## src/rtl/core/skf_pkg.sv

```systemverilog
// ---------------------------------------------------------------------------
// skf_pkg
// Shared types, constants and helper functions for the scalar Kalman filter:
// fixed-point limits, saturation helpers and the micro-op sequence.
// ---------------------------------------------------------------------------
package skf_pkg;

  localparam int unsigned DATA_W    = 32;
  localparam int unsigned VAR_W     = 31;
  localparam int unsigned FRAC_W    = 16;
  localparam int unsigned PROD_W    = 2 * DATA_W;
  localparam int unsigned MAG_W     = PROD_W - FRAC_W;
  localparam int unsigned SUM_W     = DATA_W + 2;
  localparam int unsigned DIV_STEPS = DATA_W + FRAC_W;
  localparam int unsigned DIV_CNT_W = $clog2(DIV_STEPS + 1);
  localparam int unsigned CFG_IDX_W = 3;
  localparam int unsigned N_UOPS    = 17;
  localparam int unsigned STEP_W    = $clog2(N_UOPS);

  typedef logic signed [DATA_W-1:0] word_t;

  localparam word_t WORD_MAX = word_t'((64'd1 << (DATA_W - 1)) - 64'd1);
  localparam word_t WORD_MIN = ~WORD_MAX;
  localparam logic [MAG_W-1:0] MAG_POS_LIM = MAG_W'((64'd1 << (DATA_W - 1)) - 64'd1);
  localparam logic [MAG_W-1:0] MAG_NEG_LIM = MAG_W'(64'd1 << (DATA_W - 1));
  localparam logic signed [SUM_W-1:0] SUM_MAX = {{(SUM_W - DATA_W){1'b0}}, WORD_MAX};
  localparam logic signed [SUM_W-1:0] SUM_MIN = {{(SUM_W - DATA_W){1'b1}}, WORD_MIN};

  // configuration register indexes
  typedef enum logic [CFG_IDX_W-1:0] {
    REG_STATE_GAIN    = 3'd0,
    REG_CONTROL_GAIN  = 3'd1,
    REG_OBSERVE_GAIN  = 3'd2,
    REG_PROCESS_NOISE = 3'd3,
    REG_MEASURE_NOISE = 3'd4,
    REG_INIT_MEAN     = 3'd5,
    REG_INIT_VARIANCE = 3'd6
  } reg_idx_e;

  localparam word_t RST_STATE_GAIN   = word_t'(65536);
  localparam word_t RST_OBSERVE_GAIN = word_t'(65536);

  typedef enum logic [1:0] {OP_MUL, OP_ADD, OP_SUB, OP_DIV} op_e;

  typedef enum logic [3:0] {
    SRC_A, SRC_B, SRC_H, SRC_Q, SRC_R, SRC_U, SRC_Z, SRC_M,
    SRC_P, SRC_MP, SRC_PP, SRC_HP, SRC_K, SRC_T1, SRC_T2
  } src_e;

  typedef enum logic [2:0] {
    DST_T1, DST_T2, DST_MP, DST_PP, DST_HP, DST_K, DST_MN, DST_PN
  } dst_e;

  typedef struct packed {
    op_e  op;
    src_e src_a;
    src_e src_b;
    dst_e dst;
    logic clamp;   // force a negative result to zero
    logic last;
  } uop_t;

  typedef struct packed {
    logic start;
    logic issue;
    logic mul_wb;
    logic div_step;
    logic div_wb;
    logic commit;
    uop_t uop;
  } dp_cmd_t;

  typedef struct packed {
    logic div_last;
  } dp_stat_t;

  typedef struct packed {
    word_t val;
    logic  flag;
  } sat_t;

  function automatic uop_t mk_uop(op_e op, src_e a, src_e b, dst_e d, logic clamp, logic last);
    uop_t u;
    u.op    = op;
    u.src_a = a;
    u.src_b = b;
    u.dst   = d;
    u.clamp = clamp;
    u.last  = last;
    return u;
  endfunction

  // One filter step as a fixed micro-op sequence.
  function automatic uop_t uop_at(logic [STEP_W-1:0] step);
    uop_t u;
    unique case (step)
      5'd0:    u = mk_uop(OP_MUL, SRC_A,  SRC_M,  DST_T1, 1'b0, 1'b0); // a*m
      5'd1:    u = mk_uop(OP_MUL, SRC_B,  SRC_U,  DST_T2, 1'b0, 1'b0); // b*u
      5'd2:    u = mk_uop(OP_ADD, SRC_T1, SRC_T2, DST_MP, 1'b0, 1'b0); // mp
      5'd3:    u = mk_uop(OP_MUL, SRC_A,  SRC_P,  DST_T1, 1'b0, 1'b0); // a*p
      5'd4:    u = mk_uop(OP_MUL, SRC_T1, SRC_A,  DST_T1, 1'b0, 1'b0); // a*p*a
      5'd5:    u = mk_uop(OP_ADD, SRC_T1, SRC_Q,  DST_PP, 1'b1, 1'b0); // pp
      5'd6:    u = mk_uop(OP_MUL, SRC_H,  SRC_PP, DST_HP, 1'b0, 1'b0); // h*pp
      5'd7:    u = mk_uop(OP_MUL, SRC_HP, SRC_H,  DST_T1, 1'b0, 1'b0); // hp*h
      5'd8:    u = mk_uop(OP_ADD, SRC_T1, SRC_R,  DST_T2, 1'b0, 1'b0); // den
      5'd9:    u = mk_uop(OP_DIV, SRC_HP, SRC_T2, DST_K,  1'b0, 1'b0); // gain
      5'd10:   u = mk_uop(OP_MUL, SRC_H,  SRC_MP, DST_T1, 1'b0, 1'b0); // h*mp
      5'd11:   u = mk_uop(OP_SUB, SRC_Z,  SRC_T1, DST_T1, 1'b0, 1'b0); // innovation
      5'd12:   u = mk_uop(OP_MUL, SRC_K,  SRC_T1, DST_T1, 1'b0, 1'b0); // k*innov
      5'd13:   u = mk_uop(OP_ADD, SRC_MP, SRC_T1, DST_MN, 1'b0, 1'b0); // new mean
      5'd14:   u = mk_uop(OP_MUL, SRC_K,  SRC_H,  DST_T1, 1'b0, 1'b0); // k*h
      5'd15:   u = mk_uop(OP_MUL, SRC_T1, SRC_PP, DST_T1, 1'b0, 1'b0); // k*h*pp
      5'd16:   u = mk_uop(OP_SUB, SRC_PP, SRC_T1, DST_PN, 1'b1, 1'b1); // new variance
      default: u = mk_uop(OP_SUB, SRC_PP, SRC_T1, DST_PN, 1'b1, 1'b1);
    endcase
    return u;
  endfunction

  // Magnitude of a signed word as an unsigned word.
  function automatic logic [DATA_W-1:0] mag(word_t x);
    logic [DATA_W-1:0] v;
    v = x;
    return v[DATA_W-1] ? (~v + DATA_W'(1)) : v;
  endfunction

  // Signed word from sign and magnitude, saturated.
  function automatic sat_t from_mag(logic neg, logic [MAG_W-1:0] m);
    sat_t r;
    r.flag = 1'b0;
    if (neg) begin
      if (m > MAG_NEG_LIM) begin
        r.val  = WORD_MIN;
        r.flag = 1'b1;
      end else begin
        r.val = word_t'(DATA_W'(0) - m[DATA_W-1:0]);
      end
    end else begin
      if (m > MAG_POS_LIM) begin
        r.val  = WORD_MAX;
        r.flag = 1'b1;
      end else begin
        r.val = word_t'(m[DATA_W-1:0]);
      end
    end
    return r;
  endfunction

  // Saturate an exact sum to the word range.
  function automatic sat_t add_sat(logic signed [SUM_W-1:0] s);
    sat_t r;
    r.flag = 1'b0;
    if (s > SUM_MAX) begin
      r.val  = WORD_MAX;
      r.flag = 1'b1;
    end else if (s < SUM_MIN) begin
      r.val  = WORD_MIN;
      r.flag = 1'b1;
    end else begin
      r.val = word_t'(s[DATA_W-1:0]);
    end
    return r;
  endfunction

endpackage

```

## src/rtl/core/skf_in_if.sv

```systemverilog
// ---------------------------------------------------------------------------
// skf_in_if
// Input channel: one beat carries a control value and an observation.
// ---------------------------------------------------------------------------
interface skf_in_if;
  logic                               valid;
  logic                               ready;
  logic signed [skf_pkg::DATA_W-1:0]  control_in;
  logic signed [skf_pkg::DATA_W-1:0]  measurement;

  modport source (output valid, control_in, measurement, input ready);
  modport sink   (input valid, control_in, measurement, output ready);
endinterface

```

## src/rtl/core/skf_out_if.sv

```systemverilog
// ---------------------------------------------------------------------------
// skf_out_if
// Result channel: one beat carries the updated estimate and a saturation flag.
// ---------------------------------------------------------------------------
interface skf_out_if;
  logic                               valid;
  logic                               ready;
  logic signed [skf_pkg::DATA_W-1:0]  est_mean;
  logic        [skf_pkg::VAR_W-1:0]   est_variance;
  logic                               saturated;

  modport source (output valid, est_mean, est_variance, saturated, input ready);
  modport sink   (input valid, est_mean, est_variance, saturated, output ready);
endinterface

```

## src/rtl/core/skf_cfg_if.sv

```systemverilog
// ---------------------------------------------------------------------------
// skf_cfg_if
// Configuration write channel: one beat writes one register.
// ---------------------------------------------------------------------------
interface skf_cfg_if;
  logic                              valid;
  logic                              ready;
  logic [skf_pkg::CFG_IDX_W-1:0]     index;
  logic [skf_pkg::DATA_W-1:0]        data;

  modport source (output valid, index, data, input ready);
  modport sink   (input valid, index, data, output ready);
endinterface

```

## src/rtl/core/skf_datapath.sv

```systemverilog
// ---------------------------------------------------------------------------
// skf_datapath
// Configuration registers, filter state, working registers, one shared
// 32x32 multiplier, a saturating adder and a bit-serial restoring divider.
// ---------------------------------------------------------------------------
module skf_datapath (
  input  logic                           clk_i,
  input  logic                           rst_ni,
  input  skf_pkg::dp_cmd_t               cmd_i,
  output skf_pkg::dp_stat_t              stat_o,
  input  logic                           cfg_we_i,
  input  logic [skf_pkg::CFG_IDX_W-1:0]  cfg_idx_i,
  input  logic [skf_pkg::DATA_W-1:0]     cfg_data_i,
  input  skf_pkg::word_t                 control_in_i,
  input  skf_pkg::word_t                 measurement_i,
  output skf_pkg::word_t                 est_mean_o,
  output logic [skf_pkg::VAR_W-1:0]      est_variance_o,
  output logic                           saturated_o
);

  // configuration
  skf_pkg::word_t                  a_q, b_q, h_q, init_mean_q;
  logic [skf_pkg::VAR_W-1:0]       q_q, r_q, init_var_q;
  // filter state
  skf_pkg::word_t                  mean_q, var_q;
  // working registers
  skf_pkg::word_t                  u_q, z_q, t1_q, t2_q, mp_q, pp_q, hp_q, k_q, mn_q, pn_q;
  // multiplier stage
  logic [skf_pkg::PROD_W-1:0]      prod_q;
  logic                            prod_neg_q;
  // divider
  logic [skf_pkg::MAG_W-1:0]       dvd_q;
  logic [skf_pkg::DATA_W-1:0]      rem_q;
  logic [skf_pkg::DATA_W-1:0]      den_q;
  logic                            den_pos_q, div_neg_q;
  logic [skf_pkg::DIV_CNT_W-1:0]   div_cnt_q;
  // flags
  logic                            sat_q, sat_out_q;

  skf_pkg::word_t                  op_a, op_b;
  logic [skf_pkg::DATA_W-1:0]      mag_a, mag_b;
  logic signed [skf_pkg::SUM_W-1:0] alu_sum;
  skf_pkg::sat_t                   alu_res, mul_res, div_res, wb_raw;
  skf_pkg::word_t                  wb_val;
  logic                            wb_en, is_alu;
  logic [skf_pkg::DATA_W:0]        div_tr;
  logic                            div_ge;
  logic [skf_pkg::DATA_W:0]        div_diff;

  // select operand a
  always_comb begin
    unique case (cmd_i.uop.src_a)
      skf_pkg::SRC_A:  op_a = a_q;
      skf_pkg::SRC_B:  op_a = b_q;
      skf_pkg::SRC_H:  op_a = h_q;
      skf_pkg::SRC_Q:  op_a = skf_pkg::word_t'({1'b0, q_q});
      skf_pkg::SRC_R:  op_a = skf_pkg::word_t'({1'b0, r_q});
      skf_pkg::SRC_U:  op_a = u_q;
      skf_pkg::SRC_Z:  op_a = z_q;
      skf_pkg::SRC_M:  op_a = mean_q;
      skf_pkg::SRC_P:  op_a = var_q;
      skf_pkg::SRC_MP: op_a = mp_q;
      skf_pkg::SRC_PP: op_a = pp_q;
      skf_pkg::SRC_HP: op_a = hp_q;
      skf_pkg::SRC_K:  op_a = k_q;
      skf_pkg::SRC_T1: op_a = t1_q;
      skf_pkg::SRC_T2: op_a = t2_q;
      default:         op_a = '0;
    endcase
  end

  // select operand b
  always_comb begin
    unique case (cmd_i.uop.src_b)
      skf_pkg::SRC_A:  op_b = a_q;
      skf_pkg::SRC_B:  op_b = b_q;
      skf_pkg::SRC_H:  op_b = h_q;
      skf_pkg::SRC_Q:  op_b = skf_pkg::word_t'({1'b0, q_q});
      skf_pkg::SRC_R:  op_b = skf_pkg::word_t'({1'b0, r_q});
      skf_pkg::SRC_U:  op_b = u_q;
      skf_pkg::SRC_Z:  op_b = z_q;
      skf_pkg::SRC_M:  op_b = mean_q;
      skf_pkg::SRC_P:  op_b = var_q;
      skf_pkg::SRC_MP: op_b = mp_q;
      skf_pkg::SRC_PP: op_b = pp_q;
      skf_pkg::SRC_HP: op_b = hp_q;
      skf_pkg::SRC_K:  op_b = k_q;
      skf_pkg::SRC_T1: op_b = t1_q;
      skf_pkg::SRC_T2: op_b = t2_q;
      default:         op_b = '0;
    endcase
  end

  assign mag_a = skf_pkg::mag(op_a);
  assign mag_b = skf_pkg::mag(op_b);

  // saturating add / subtract
  always_comb begin
    if (cmd_i.uop.op == skf_pkg::OP_SUB) begin
      alu_sum = skf_pkg::SUM_W'(op_a) - skf_pkg::SUM_W'(op_b);
    end else begin
      alu_sum = skf_pkg::SUM_W'(op_a) + skf_pkg::SUM_W'(op_b);
    end
    alu_res = skf_pkg::add_sat(alu_sum);
  end

  // scale and saturate the registered product and the quotient
  assign mul_res = skf_pkg::from_mag(prod_neg_q, prod_q[skf_pkg::PROD_W-1:skf_pkg::FRAC_W]);
  assign div_res = den_pos_q ? skf_pkg::from_mag(div_neg_q, dvd_q) : '0;

  // one restoring division step
  assign div_tr   = {rem_q, dvd_q[skf_pkg::MAG_W-1]};
  assign div_diff = div_tr - {1'b0, den_q};
  assign div_ge   = (div_tr >= {1'b0, den_q});

  // pick the write-back value
  assign is_alu = (cmd_i.uop.op == skf_pkg::OP_ADD) || (cmd_i.uop.op == skf_pkg::OP_SUB);
  assign wb_en  = (cmd_i.issue && is_alu) || cmd_i.mul_wb || cmd_i.div_wb;

  always_comb begin
    priority if (cmd_i.mul_wb) begin
      wb_raw = mul_res;
    end else if (cmd_i.div_wb) begin
      wb_raw = div_res;
    end else begin
      wb_raw = alu_res;
    end
    wb_val = (cmd_i.uop.clamp && wb_raw.val[skf_pkg::DATA_W-1]) ? '0 : wb_raw.val;
  end

  // working registers, multiplier and divider
  always_ff @(posedge clk_i) begin
    if (cmd_i.start) begin
      u_q <= control_in_i;
      z_q <= measurement_i;
    end
    if (cmd_i.issue && (cmd_i.uop.op == skf_pkg::OP_MUL)) begin
      prod_q     <= {{skf_pkg::DATA_W{1'b0}}, mag_a} * {{skf_pkg::DATA_W{1'b0}}, mag_b};
      prod_neg_q <= op_a[skf_pkg::DATA_W-1] ^ op_b[skf_pkg::DATA_W-1];
    end
    if (cmd_i.issue && (cmd_i.uop.op == skf_pkg::OP_DIV)) begin
      dvd_q     <= {mag_a, {skf_pkg::FRAC_W{1'b0}}};
      rem_q     <= '0;
      den_q     <= op_b;
      den_pos_q <= !op_b[skf_pkg::DATA_W-1] && (|op_b);
      div_neg_q <= op_a[skf_pkg::DATA_W-1];
    end else if (cmd_i.div_step) begin
      rem_q <= div_ge ? div_diff[skf_pkg::DATA_W-1:0] : div_tr[skf_pkg::DATA_W-1:0];
      dvd_q <= {dvd_q[skf_pkg::MAG_W-2:0], div_ge};
    end
    if (wb_en) begin
      unique case (cmd_i.uop.dst)
        skf_pkg::DST_T1: t1_q <= wb_val;
        skf_pkg::DST_T2: t2_q <= wb_val;
        skf_pkg::DST_MP: mp_q <= wb_val;
        skf_pkg::DST_PP: pp_q <= wb_val;
        skf_pkg::DST_HP: hp_q <= wb_val;
        skf_pkg::DST_K:  k_q  <= wb_val;
        skf_pkg::DST_MN: mn_q <= wb_val;
        skf_pkg::DST_PN: pn_q <= wb_val;
        default: ;
      endcase
    end
  end

  // configuration, filter state, divider count and flags
  always_ff @(posedge clk_i or negedge rst_ni) begin
    if (!rst_ni) begin
      a_q         <= skf_pkg::RST_STATE_GAIN;
      b_q         <= '0;
      h_q         <= skf_pkg::RST_OBSERVE_GAIN;
      q_q         <= '0;
      r_q         <= '0;
      init_mean_q <= '0;
      init_var_q  <= '0;
      mean_q      <= '0;
      var_q       <= '0;
      div_cnt_q   <= '0;
      sat_q       <= 1'b0;
      sat_out_q   <= 1'b0;
    end else begin
      if (cfg_we_i) begin
        unique case (cfg_idx_i)
          skf_pkg::REG_STATE_GAIN:    a_q <= cfg_data_i;
          skf_pkg::REG_CONTROL_GAIN:  b_q <= cfg_data_i;
          skf_pkg::REG_OBSERVE_GAIN:  h_q <= cfg_data_i;
          skf_pkg::REG_PROCESS_NOISE: q_q <= cfg_data_i[skf_pkg::VAR_W-1:0];
          skf_pkg::REG_MEASURE_NOISE: r_q <= cfg_data_i[skf_pkg::VAR_W-1:0];
          skf_pkg::REG_INIT_MEAN: begin
            init_mean_q <= cfg_data_i;
            mean_q      <= cfg_data_i;
            var_q       <= skf_pkg::word_t'({1'b0, init_var_q});
          end
          skf_pkg::REG_INIT_VARIANCE: begin
            init_var_q <= cfg_data_i[skf_pkg::VAR_W-1:0];
            mean_q     <= init_mean_q;
            var_q      <= skf_pkg::word_t'({1'b0, cfg_data_i[skf_pkg::VAR_W-1:0]});
          end
          default: ;
        endcase
      end else if (cmd_i.commit) begin
        mean_q    <= mn_q;
        var_q     <= pn_q;
        sat_out_q <= sat_q;
      end

      // count divider steps
      if (cmd_i.issue && (cmd_i.uop.op == skf_pkg::OP_DIV)) begin
        div_cnt_q <= skf_pkg::DIV_CNT_W'(skf_pkg::DIV_STEPS);
      end else if (cmd_i.div_step) begin
        div_cnt_q <= div_cnt_q - skf_pkg::DIV_CNT_W'(1);
      end

      // collect saturation over one step
      if (cmd_i.start) begin
        sat_q <= 1'b0;
      end else if (wb_en) begin
        sat_q <= sat_q | wb_raw.flag;
      end
    end
  end

  assign stat_o.div_last = (div_cnt_q == skf_pkg::DIV_CNT_W'(1));

  assign est_mean_o     = mean_q;
  assign est_variance_o = var_q[skf_pkg::VAR_W-1:0];
  assign saturated_o    = sat_out_q;

endmodule

```

## src/rtl/core/skf_ctrl.sv

```systemverilog
// ---------------------------------------------------------------------------
// skf_ctrl
// Sequencer for one filter step: walks the micro-op list, times the
// multiplier and divider, and owns the input and result handshakes.
// ---------------------------------------------------------------------------
module skf_ctrl (
  input  logic               clk_i,
  input  logic               rst_ni,
  input  logic               in_valid_i,
  output logic               in_ready_o,
  output logic               out_valid_o,
  input  logic               out_ready_i,
  input  skf_pkg::dp_stat_t  stat_i,
  output skf_pkg::dp_cmd_t   cmd_o
);

  typedef enum logic [5:0] {
    ST_IDLE    = 6'b000001,
    ST_EXEC    = 6'b000010,
    ST_MUL_WB  = 6'b000100,
    ST_DIV_RUN = 6'b001000,
    ST_DIV_WB  = 6'b010000,
    ST_DONE    = 6'b100000
  } state_e;

  state_e                       state_q, state_d;
  logic [skf_pkg::STEP_W-1:0]   step_q, step_d;
  logic                         out_valid_q, out_valid_d;
  skf_pkg::uop_t                uop;
  logic                         adv;

  assign uop = skf_pkg::uop_at(step_q);

  // next state and commands
  always_comb begin
    state_d       = state_q;
    step_d        = step_q;
    adv           = 1'b0;
    cmd_o         = '0;
    cmd_o.uop     = uop;
    unique case (state_q)
      ST_IDLE: begin
        if (in_valid_i) begin
          cmd_o.start = 1'b1;
          step_d      = '0;
          state_d     = ST_EXEC;
        end
      end
      ST_EXEC: begin
        cmd_o.issue = 1'b1;
        unique case (uop.op)
          skf_pkg::OP_MUL: state_d = ST_MUL_WB;
          skf_pkg::OP_DIV: state_d = ST_DIV_RUN;
          skf_pkg::OP_ADD,
          skf_pkg::OP_SUB: adv = 1'b1;
          default:         adv = 1'b1;
        endcase
      end
      ST_MUL_WB: begin
        cmd_o.mul_wb = 1'b1;
        adv          = 1'b1;
      end
      ST_DIV_RUN: begin
        cmd_o.div_step = 1'b1;
        if (stat_i.div_last) begin
          state_d = ST_DIV_WB;
        end
      end
      ST_DIV_WB: begin
        cmd_o.div_wb = 1'b1;
        adv          = 1'b1;
      end
      ST_DONE: begin
        // hold until the result slot is free
        if (!out_valid_q || out_ready_i) begin
          cmd_o.commit = 1'b1;
          state_d      = ST_IDLE;
        end
      end
      default: state_d = ST_IDLE;
    endcase

    // advance to the next micro-op
    if (adv) begin
      step_d  = skf_pkg::STEP_W'(step_q + 1'b1);
      state_d = uop.last ? ST_DONE : ST_EXEC;
    end
  end

  // result beat valid
  always_comb begin
    out_valid_d = out_valid_q;
    if (cmd_o.commit) begin
      out_valid_d = 1'b1;
    end else if (out_ready_i) begin
      out_valid_d = 1'b0;
    end
  end

  always_ff @(posedge clk_i or negedge rst_ni) begin
    if (!rst_ni) begin
      state_q     <= ST_IDLE;
      step_q      <= '0;
      out_valid_q <= 1'b0;
    end else begin
      state_q     <= state_d;
      step_q      <= step_d;
      out_valid_q <= out_valid_d;
    end
  end

  assign in_ready_o  = (state_q == ST_IDLE);
  assign out_valid_o = out_valid_q;

endmodule

```

## src/rtl/core/scalar_kalman_filter.sv

```systemverilog
// ---------------------------------------------------------------------------
// scalar_kalman_filter
// One-dimensional Kalman filter in signed Q16.16 with saturating arithmetic.
//
// Channels: step_i takes one beat per filter step (control value and
// observation); est_o returns one beat per step (updated mean, variance and
// a flag set when any intermediate value saturated); cfg_i writes the seven
// coefficient and initial-state registers and is always ready.
// Flow: the result beat is valid once the whole micro-op sequence has run
// and the step has committed; the next input beat is taken only after that,
// so one item is finished before the next is taken. The sequence runs the
// 48-step restoring divider for the gain and ten passes through the single shared multiplier.
// Reset loads the default coefficients and the initial mean and variance;
// a write to either initial-state register reloads both into the filter.
// A stalled receiver holds the result beat; the next item may already be
// taken and computed, and it waits for the result slot before it commits.
// ---------------------------------------------------------------------------
module scalar_kalman_filter (
  input  logic          clk_i,
  input  logic          rst_ni,
  skf_in_if.sink        step_i,
  skf_out_if.source     est_o,
  skf_cfg_if.sink       cfg_i
);

  skf_pkg::dp_cmd_t   cmd;
  skf_pkg::dp_stat_t  stat;

  assign cfg_i.ready = 1'b1;

  skf_ctrl u_ctrl (
    .clk_i       (clk_i),
    .rst_ni      (rst_ni),
    .in_valid_i  (step_i.valid),
    .in_ready_o  (step_i.ready),
    .out_valid_o (est_o.valid),
    .out_ready_i (est_o.ready),
    .stat_i      (stat),
    .cmd_o       (cmd)
  );

  skf_datapath u_datapath (
    .clk_i          (clk_i),
    .rst_ni         (rst_ni),
    .cmd_i          (cmd),
    .stat_o         (stat),
    .cfg_we_i       (cfg_i.valid),
    .cfg_idx_i      (cfg_i.index),
    .cfg_data_i     (cfg_i.data),
    .control_in_i   (step_i.control_in),
    .measurement_i  (step_i.measurement),
    .est_mean_o     (est_o.est_mean),
    .est_variance_o (est_o.est_variance),
    .saturated_o    (est_o.saturated)
  );

endmodule
```

## src/flat_wrapper.sv

```systemverilog
// flat-port wrapper written by rule: the top's interface ports become plain ports
module scalar_kalman_filter_flat 
  (clk_i, rst_ni, step_i_valid, step_i_control_in, step_i_measurement, step_i_ready, est_o_valid, est_o_est_mean, est_o_est_variance, est_o_saturated, est_o_ready, cfg_i_valid, cfg_i_index, cfg_i_data, cfg_i_ready);
  skf_in_if step_i_i ();
  skf_out_if est_o_i ();
  skf_cfg_if cfg_i_i ();
  input  logic clk_i;
  input  logic rst_ni;
  input wire logic [$bits(step_i_i.valid)-1:0] step_i_valid;
  input wire logic [$bits(step_i_i.control_in)-1:0] step_i_control_in;
  input wire logic [$bits(step_i_i.measurement)-1:0] step_i_measurement;
  output wire logic [$bits(step_i_i.ready)-1:0] step_i_ready;
  output wire logic [$bits(est_o_i.valid)-1:0] est_o_valid;
  output wire logic [$bits(est_o_i.est_mean)-1:0] est_o_est_mean;
  output wire logic [$bits(est_o_i.est_variance)-1:0] est_o_est_variance;
  output wire logic [$bits(est_o_i.saturated)-1:0] est_o_saturated;
  input wire logic [$bits(est_o_i.ready)-1:0] est_o_ready;
  input wire logic [$bits(cfg_i_i.valid)-1:0] cfg_i_valid;
  input wire logic [$bits(cfg_i_i.index)-1:0] cfg_i_index;
  input wire logic [$bits(cfg_i_i.data)-1:0] cfg_i_data;
  output wire logic [$bits(cfg_i_i.ready)-1:0] cfg_i_ready;
  assign step_i_i.valid = step_i_valid;
  assign step_i_i.control_in = step_i_control_in;
  assign step_i_i.measurement = step_i_measurement;
  assign step_i_ready = step_i_i.ready;
  assign est_o_valid = est_o_i.valid;
  assign est_o_est_mean = est_o_i.est_mean;
  assign est_o_est_variance = est_o_i.est_variance;
  assign est_o_saturated = est_o_i.saturated;
  assign est_o_i.ready = est_o_ready;
  assign cfg_i_i.valid = cfg_i_valid;
  assign cfg_i_i.index = cfg_i_index;
  assign cfg_i_i.data = cfg_i_data;
  assign cfg_i_ready = cfg_i_i.ready;
  scalar_kalman_filter u_core (.clk_i(clk_i), .rst_ni(rst_ni), .step_i(step_i_i), .est_o(est_o_i), .cfg_i(cfg_i_i));
endmodule
```

## config.mk

```make
export PLATFORM = sky130hd
export DESIGN_NAME = scalar_kalman_filter_flat
export DESIGN_NICKNAME = d
export VERILOG_FILES = /design/src/rtl/core/skf_pkg.sv /design/src/rtl/core/skf_in_if.sv /design/src/rtl/core/skf_out_if.sv /design/src/rtl/core/skf_cfg_if.sv /design/src/rtl/core/skf_datapath.sv /design/src/rtl/core/skf_ctrl.sv /design/src/rtl/core/scalar_kalman_filter.sv /design/src/flat_wrapper.sv
export SDC_FILE = /design/constraint.sdc
export NUM_CORES = 2
export LEC_CHECK = 0
export BUFFER_PORTS_ARGS = -buffer_cell sky130_fd_sc_hd__buf_2
export CAP_MARGIN = 5
export CORE_MARGIN = 3
export CORE_UTILIZATION = 40
export DETAILED_ROUTE_END_ITERATION = 8
export SYNTH_ARGS = -nofsm -noshare
export SYNTH_HDL_FRONTEND = slang
export SYNTH_SLANG_ARGS = --single-unit
```

## constraint.sdc

```tcl
create_clock -name clk_i -period 12.2 [get_ports clk_i]
set_input_delay 2.44 -clock clk_i [delete_from_list [all_inputs] [get_ports clk_i]]
set_output_delay 2.44 -clock clk_i [all_outputs]
set_load 0.005 [all_outputs]
```

==> insert_results.sql <==
INSERT INTO impl_metrics (metric_group, metric, value, unit) VALUES
('die', 'die-width', '438.8', 'µm'),
('final_layout', 'post_layout_nonfiller_instances', '10880', ''),
('final_layout', 'largestRegisters', 'u_core.u_datapath.dvd_q x48, u_core.u_datapath.prod_q x48', ''),
('worst_setup_path', 'crit_path_top_delay_cell', 'sky130_fd_sc_hd__fa_1', ''),
('yosys', 'netlist-cell-type-count', '123', ''),
('final_layout', 'most-common-layout-cells', 'sky130_fd_sc_hd__inv_1, sky130_fd_sc_hd__nand2_1, sky130_fd_sc_hd__fa_1, sky130_fd_sc_hd__buf_4, sky130_fd_sc_hd__nor2_1', ''),
('yosys', 'synthTopCellsByArea', 'sky130_fd_sc_hd__fa_1, sky130_fd_sc_hd__edfxtp_1, sky130_fd_sc_hd__dfrtp_1, sky130_fd_sc_hd__ha_1, sky130_fd_sc_hd__inv_1', ''),
('drt', 'route.detailed.drc', '2', ''),
('die', 'core-area', '185800', 'µm²'),
('drt', 'vias_per_cell', '5.836', ''),
('final_layout', 'final_net_count', '9672', ''),
('run', 'timing.max_cap.violations', '0', ''),
('die', 'fp.dieArea', '192500', 'µm²'),
('run_status', 'failed_checks', 'DRC', ''),
('clock_network', 'tritoncts_num_sinks', '788', ''),
('worst_setup_path', 'crit_buf_inv', '14', ''),
('drt', 'first_iteration_detailed_routing_drc_count', '7999', ''),
('clock_network', 'numCtsBuffers', '82', ''),
('die', 'ios', '171', ''),
('die', 'start_util', '40.32', '%'),
('timing', 'finClkSkew', '45.11', 'ps'),
('yosys', 'syn-mean-instance-area', '9.780', 'µm²'),
('clock_network', 'clk_pin_slew', '60', 'ps'),
('clock_network', 'tritoncts', 'done', ''),
('placement', 'numPlacedInstances', '10690', ''),
('worst_setup_path', 'worst_ep_required_time', '12650', 'ps'),
('worst_hold_path', 'hold-path-endpoint', 'u_core.u_datapath.init_var_q[17]', ''),
('placement', 'place_hpwl', '242800', 'µm'),
('drt', 'route.detailed.wl_per_inst', '28.52', 'µm'),
('final_layout', 'post-route-cell-area', '88600', 'µm²'),
('yosys', 'synth-seq-cells', '788', ''),
('worst_setup_path', 'crit_family', 'adder cells', ''),
('worst_setup_path', 'cpMostUsedCell', 'sky130_fd_sc_hd__fa_1', ''),
('worst_setup_path', 'crit_path_end_kind', 'flop', ''),
('grt', 'grt_antenna_before_repair', '17', ''),
('placement', 'pre_cts_ws', '-354.1', 'ps'),
('grt', 'grt_remaining_overflow', '0', ''),
('final_layout', 'layout-drive-gt1-share', '19.45', '%'),
('drt', 'routed-via-count', '63490', ''),
('drt', 'route.antenna.remaining_nets', '0', ''),
('timing', 'worst_pin_slew', '1292', 'ps'),
('worst_setup_path', 'worst-r2r-cell-count', '46', ''),
('grt', 'total_track_usage', '32.08', '%'),
('placement', 'io_buffer_count', '169', ''),
('timing', 'final_max_slew_viol_count', '0', ''),
('yosys', 'ys_async_sr_fraction', '38.71', '%'),
('clock_network', 'cts_htree_levels', '3', ''),
('worst_setup_path', 'critPathKind', 'reg2reg', ''),
('die', 'die_y', '438.8', 'µm'),
('yosys', 'synth_top_area_cell', 'sky130_fd_sc_hd__fa_1', ''),
('yosys', 'synth_top_area_share', '23.97', '%'),
('placement', 'placedInstanceArea', '85000', 'µm²'),
('placement', 'gp_congestion', '0.9936', ''),
('grt', 'grt_start_max_net_pins', '155', ''),
('timing', 'maxSlewHeadroom', '13.52', '%'),
('grt', 'via_count_of_the_first_global_routing_pass', '64350', ''),
('yosys', 'ys_seq_area_share', '28.91', '%'),
('timing', 'fmax', '84.07', 'MHz'),
('run_status', 'run_status', 'finished, violations left', ''),
('yosys', 'gate_count_of_the_mapped_netlist', '7661', ''),
('yosys', 'synth_fp_nets', '9008', ''),
('grt', 'first_pass_grt_wire_length', '450500', 'µm'),
('final_layout', 'syn_to_final_growth', '18.25', '%'),
('timing', 'final-hold-violation-count', '0', ''),
('yosys', 'synthesis.area', '74930', 'µm²'),
('clock_network', 'cts_buffer_depth', '3', ''),
('timing', 'fin_ws', '305.8', 'ps'),
('timing', 'final.min_clock_period', '11890', 'ps'),
('yosys', 'warnings_synthesis', '0', ''),
('worst_hold_path', 'worst_hold_path.num_cells', '2', ''),
('worst_setup_path', 'r2r_end', 'u_core.u_datapath.prod_q[63]', '');
==> cell type report <==
cell class / instances / area [µm²]
fill: 17450 / 97230
timing repair buffer: 1037 / 8696
clock inverter: 39 / 484.2
antenna: 6 / 15.01
sequential: 788 / 21660
multi-input combinational: 5364 / 48410
clock buffer: 114 / 2275
tap: 2480 / 3103
inverter: 1052 / 3958
==> routing by layer <==
metal  wire, µm  up-vias  track usage, %
met1     131200    32530           45.43
met5         20        -               0
li1           -    26960               -
met2     136600     3346           48.73
met4      15040        2           13.01
met3      27450      655           5.595
==> synth_stat cells, types with 72 or more instances <==
cell type,n
sky130_fd_sc_hd__edfxtp_1,435
sky130_fd_sc_hd__a21oi_1,241
sky130_fd_sc_hd__o21ai_0,268
sky130_fd_sc_hd__fa_1,897
sky130_fd_sc_hd__clkbuf_1,287
sky130_fd_sc_hd__xor2_1,72
sky130_fd_sc_hd__dfrtp_1,302
sky130_fd_sc_hd__buf_2,88
sky130_fd_sc_hd__mux2_2,200
sky130_fd_sc_hd__a21o_1,84
sky130_fd_sc_hd__a22oi_1,175
sky130_fd_sc_hd__mux2i_1,99
sky130_fd_sc_hd__nor3_1,88
sky130_fd_sc_hd__nor2_1,753
sky130_fd_sc_hd__inv_1,1049
sky130_fd_sc_hd__ha_1,346
sky130_fd_sc_hd__nand2_1,909
sky130_fd_sc_hd__xnor2_1,164
==> per-stage QoR <==
stage	utilization (%)	hold slack, ps	TNS (ps)
after detailed placement	45.74	462.8	-3201
after floorplan	-	438.7	0
after global placement	45.72	457.4	-2902
after global routing	47.67	492.4	-12.31
final	47.68	474.3	0
after CTS	47.29	479.0	0
==> tightest hold or removal path, cell delays in order, from the launching register on <==
cell and delay [ps]:
sky130_fd_sc_hd__dfrtp_1 340, sky130_fd_sc_hd__nand2_1 50, sky130_fd_sc_hd__nand2_1 50
==> logic make-up after synthesis <==
kind of cell               synth area share (%)
DFF                                       28.91
AOI/OAI and AO/OA                         11.68
xor gates and xnor gates                  2.962
other                                  0.005005
adders and majority gates                 29.77
and+or+nand+nor                           13.66
buffers and inverters                     8.061
muxes                                     4.948
==> what timing repair did <==
| item | CTS | global route |
|---|---|---|
| buffers inserted | 5 | 29 |
| gates cloned | 0 | 1 |
| setup endpoints to repair | 21 | 31 |
| gates resized for setup | 11 | 88 |
| pin swaps | 4 | 30 |
==> worst max path at each step <==
stage,from,end,depth (start not counted)
floorplan,u_core.u_ctrl.step_q[0],u_core.u_datapath.prod_q[57],46
global route,u_core.u_ctrl.step_q[0],u_core.u_datapath.prod_q[63],50
CTS,u_core.u_ctrl.step_q[1],u_core.u_datapath.prod_q[63],48
finish,u_core.u_ctrl.step_q[2],u_core.u_datapath.prod_q[63],46
detailed placement,u_core.u_ctrl.step_q[1],u_core.u_datapath.prod_q[63],43
global placement,u_core.u_ctrl.step_q[0],u_core.u_datapath.prod_q[62],44
Power is left out: the tool's default activity adds up to more than one toggle a clock period on the data nets, which glitch-free logic cannot reach.
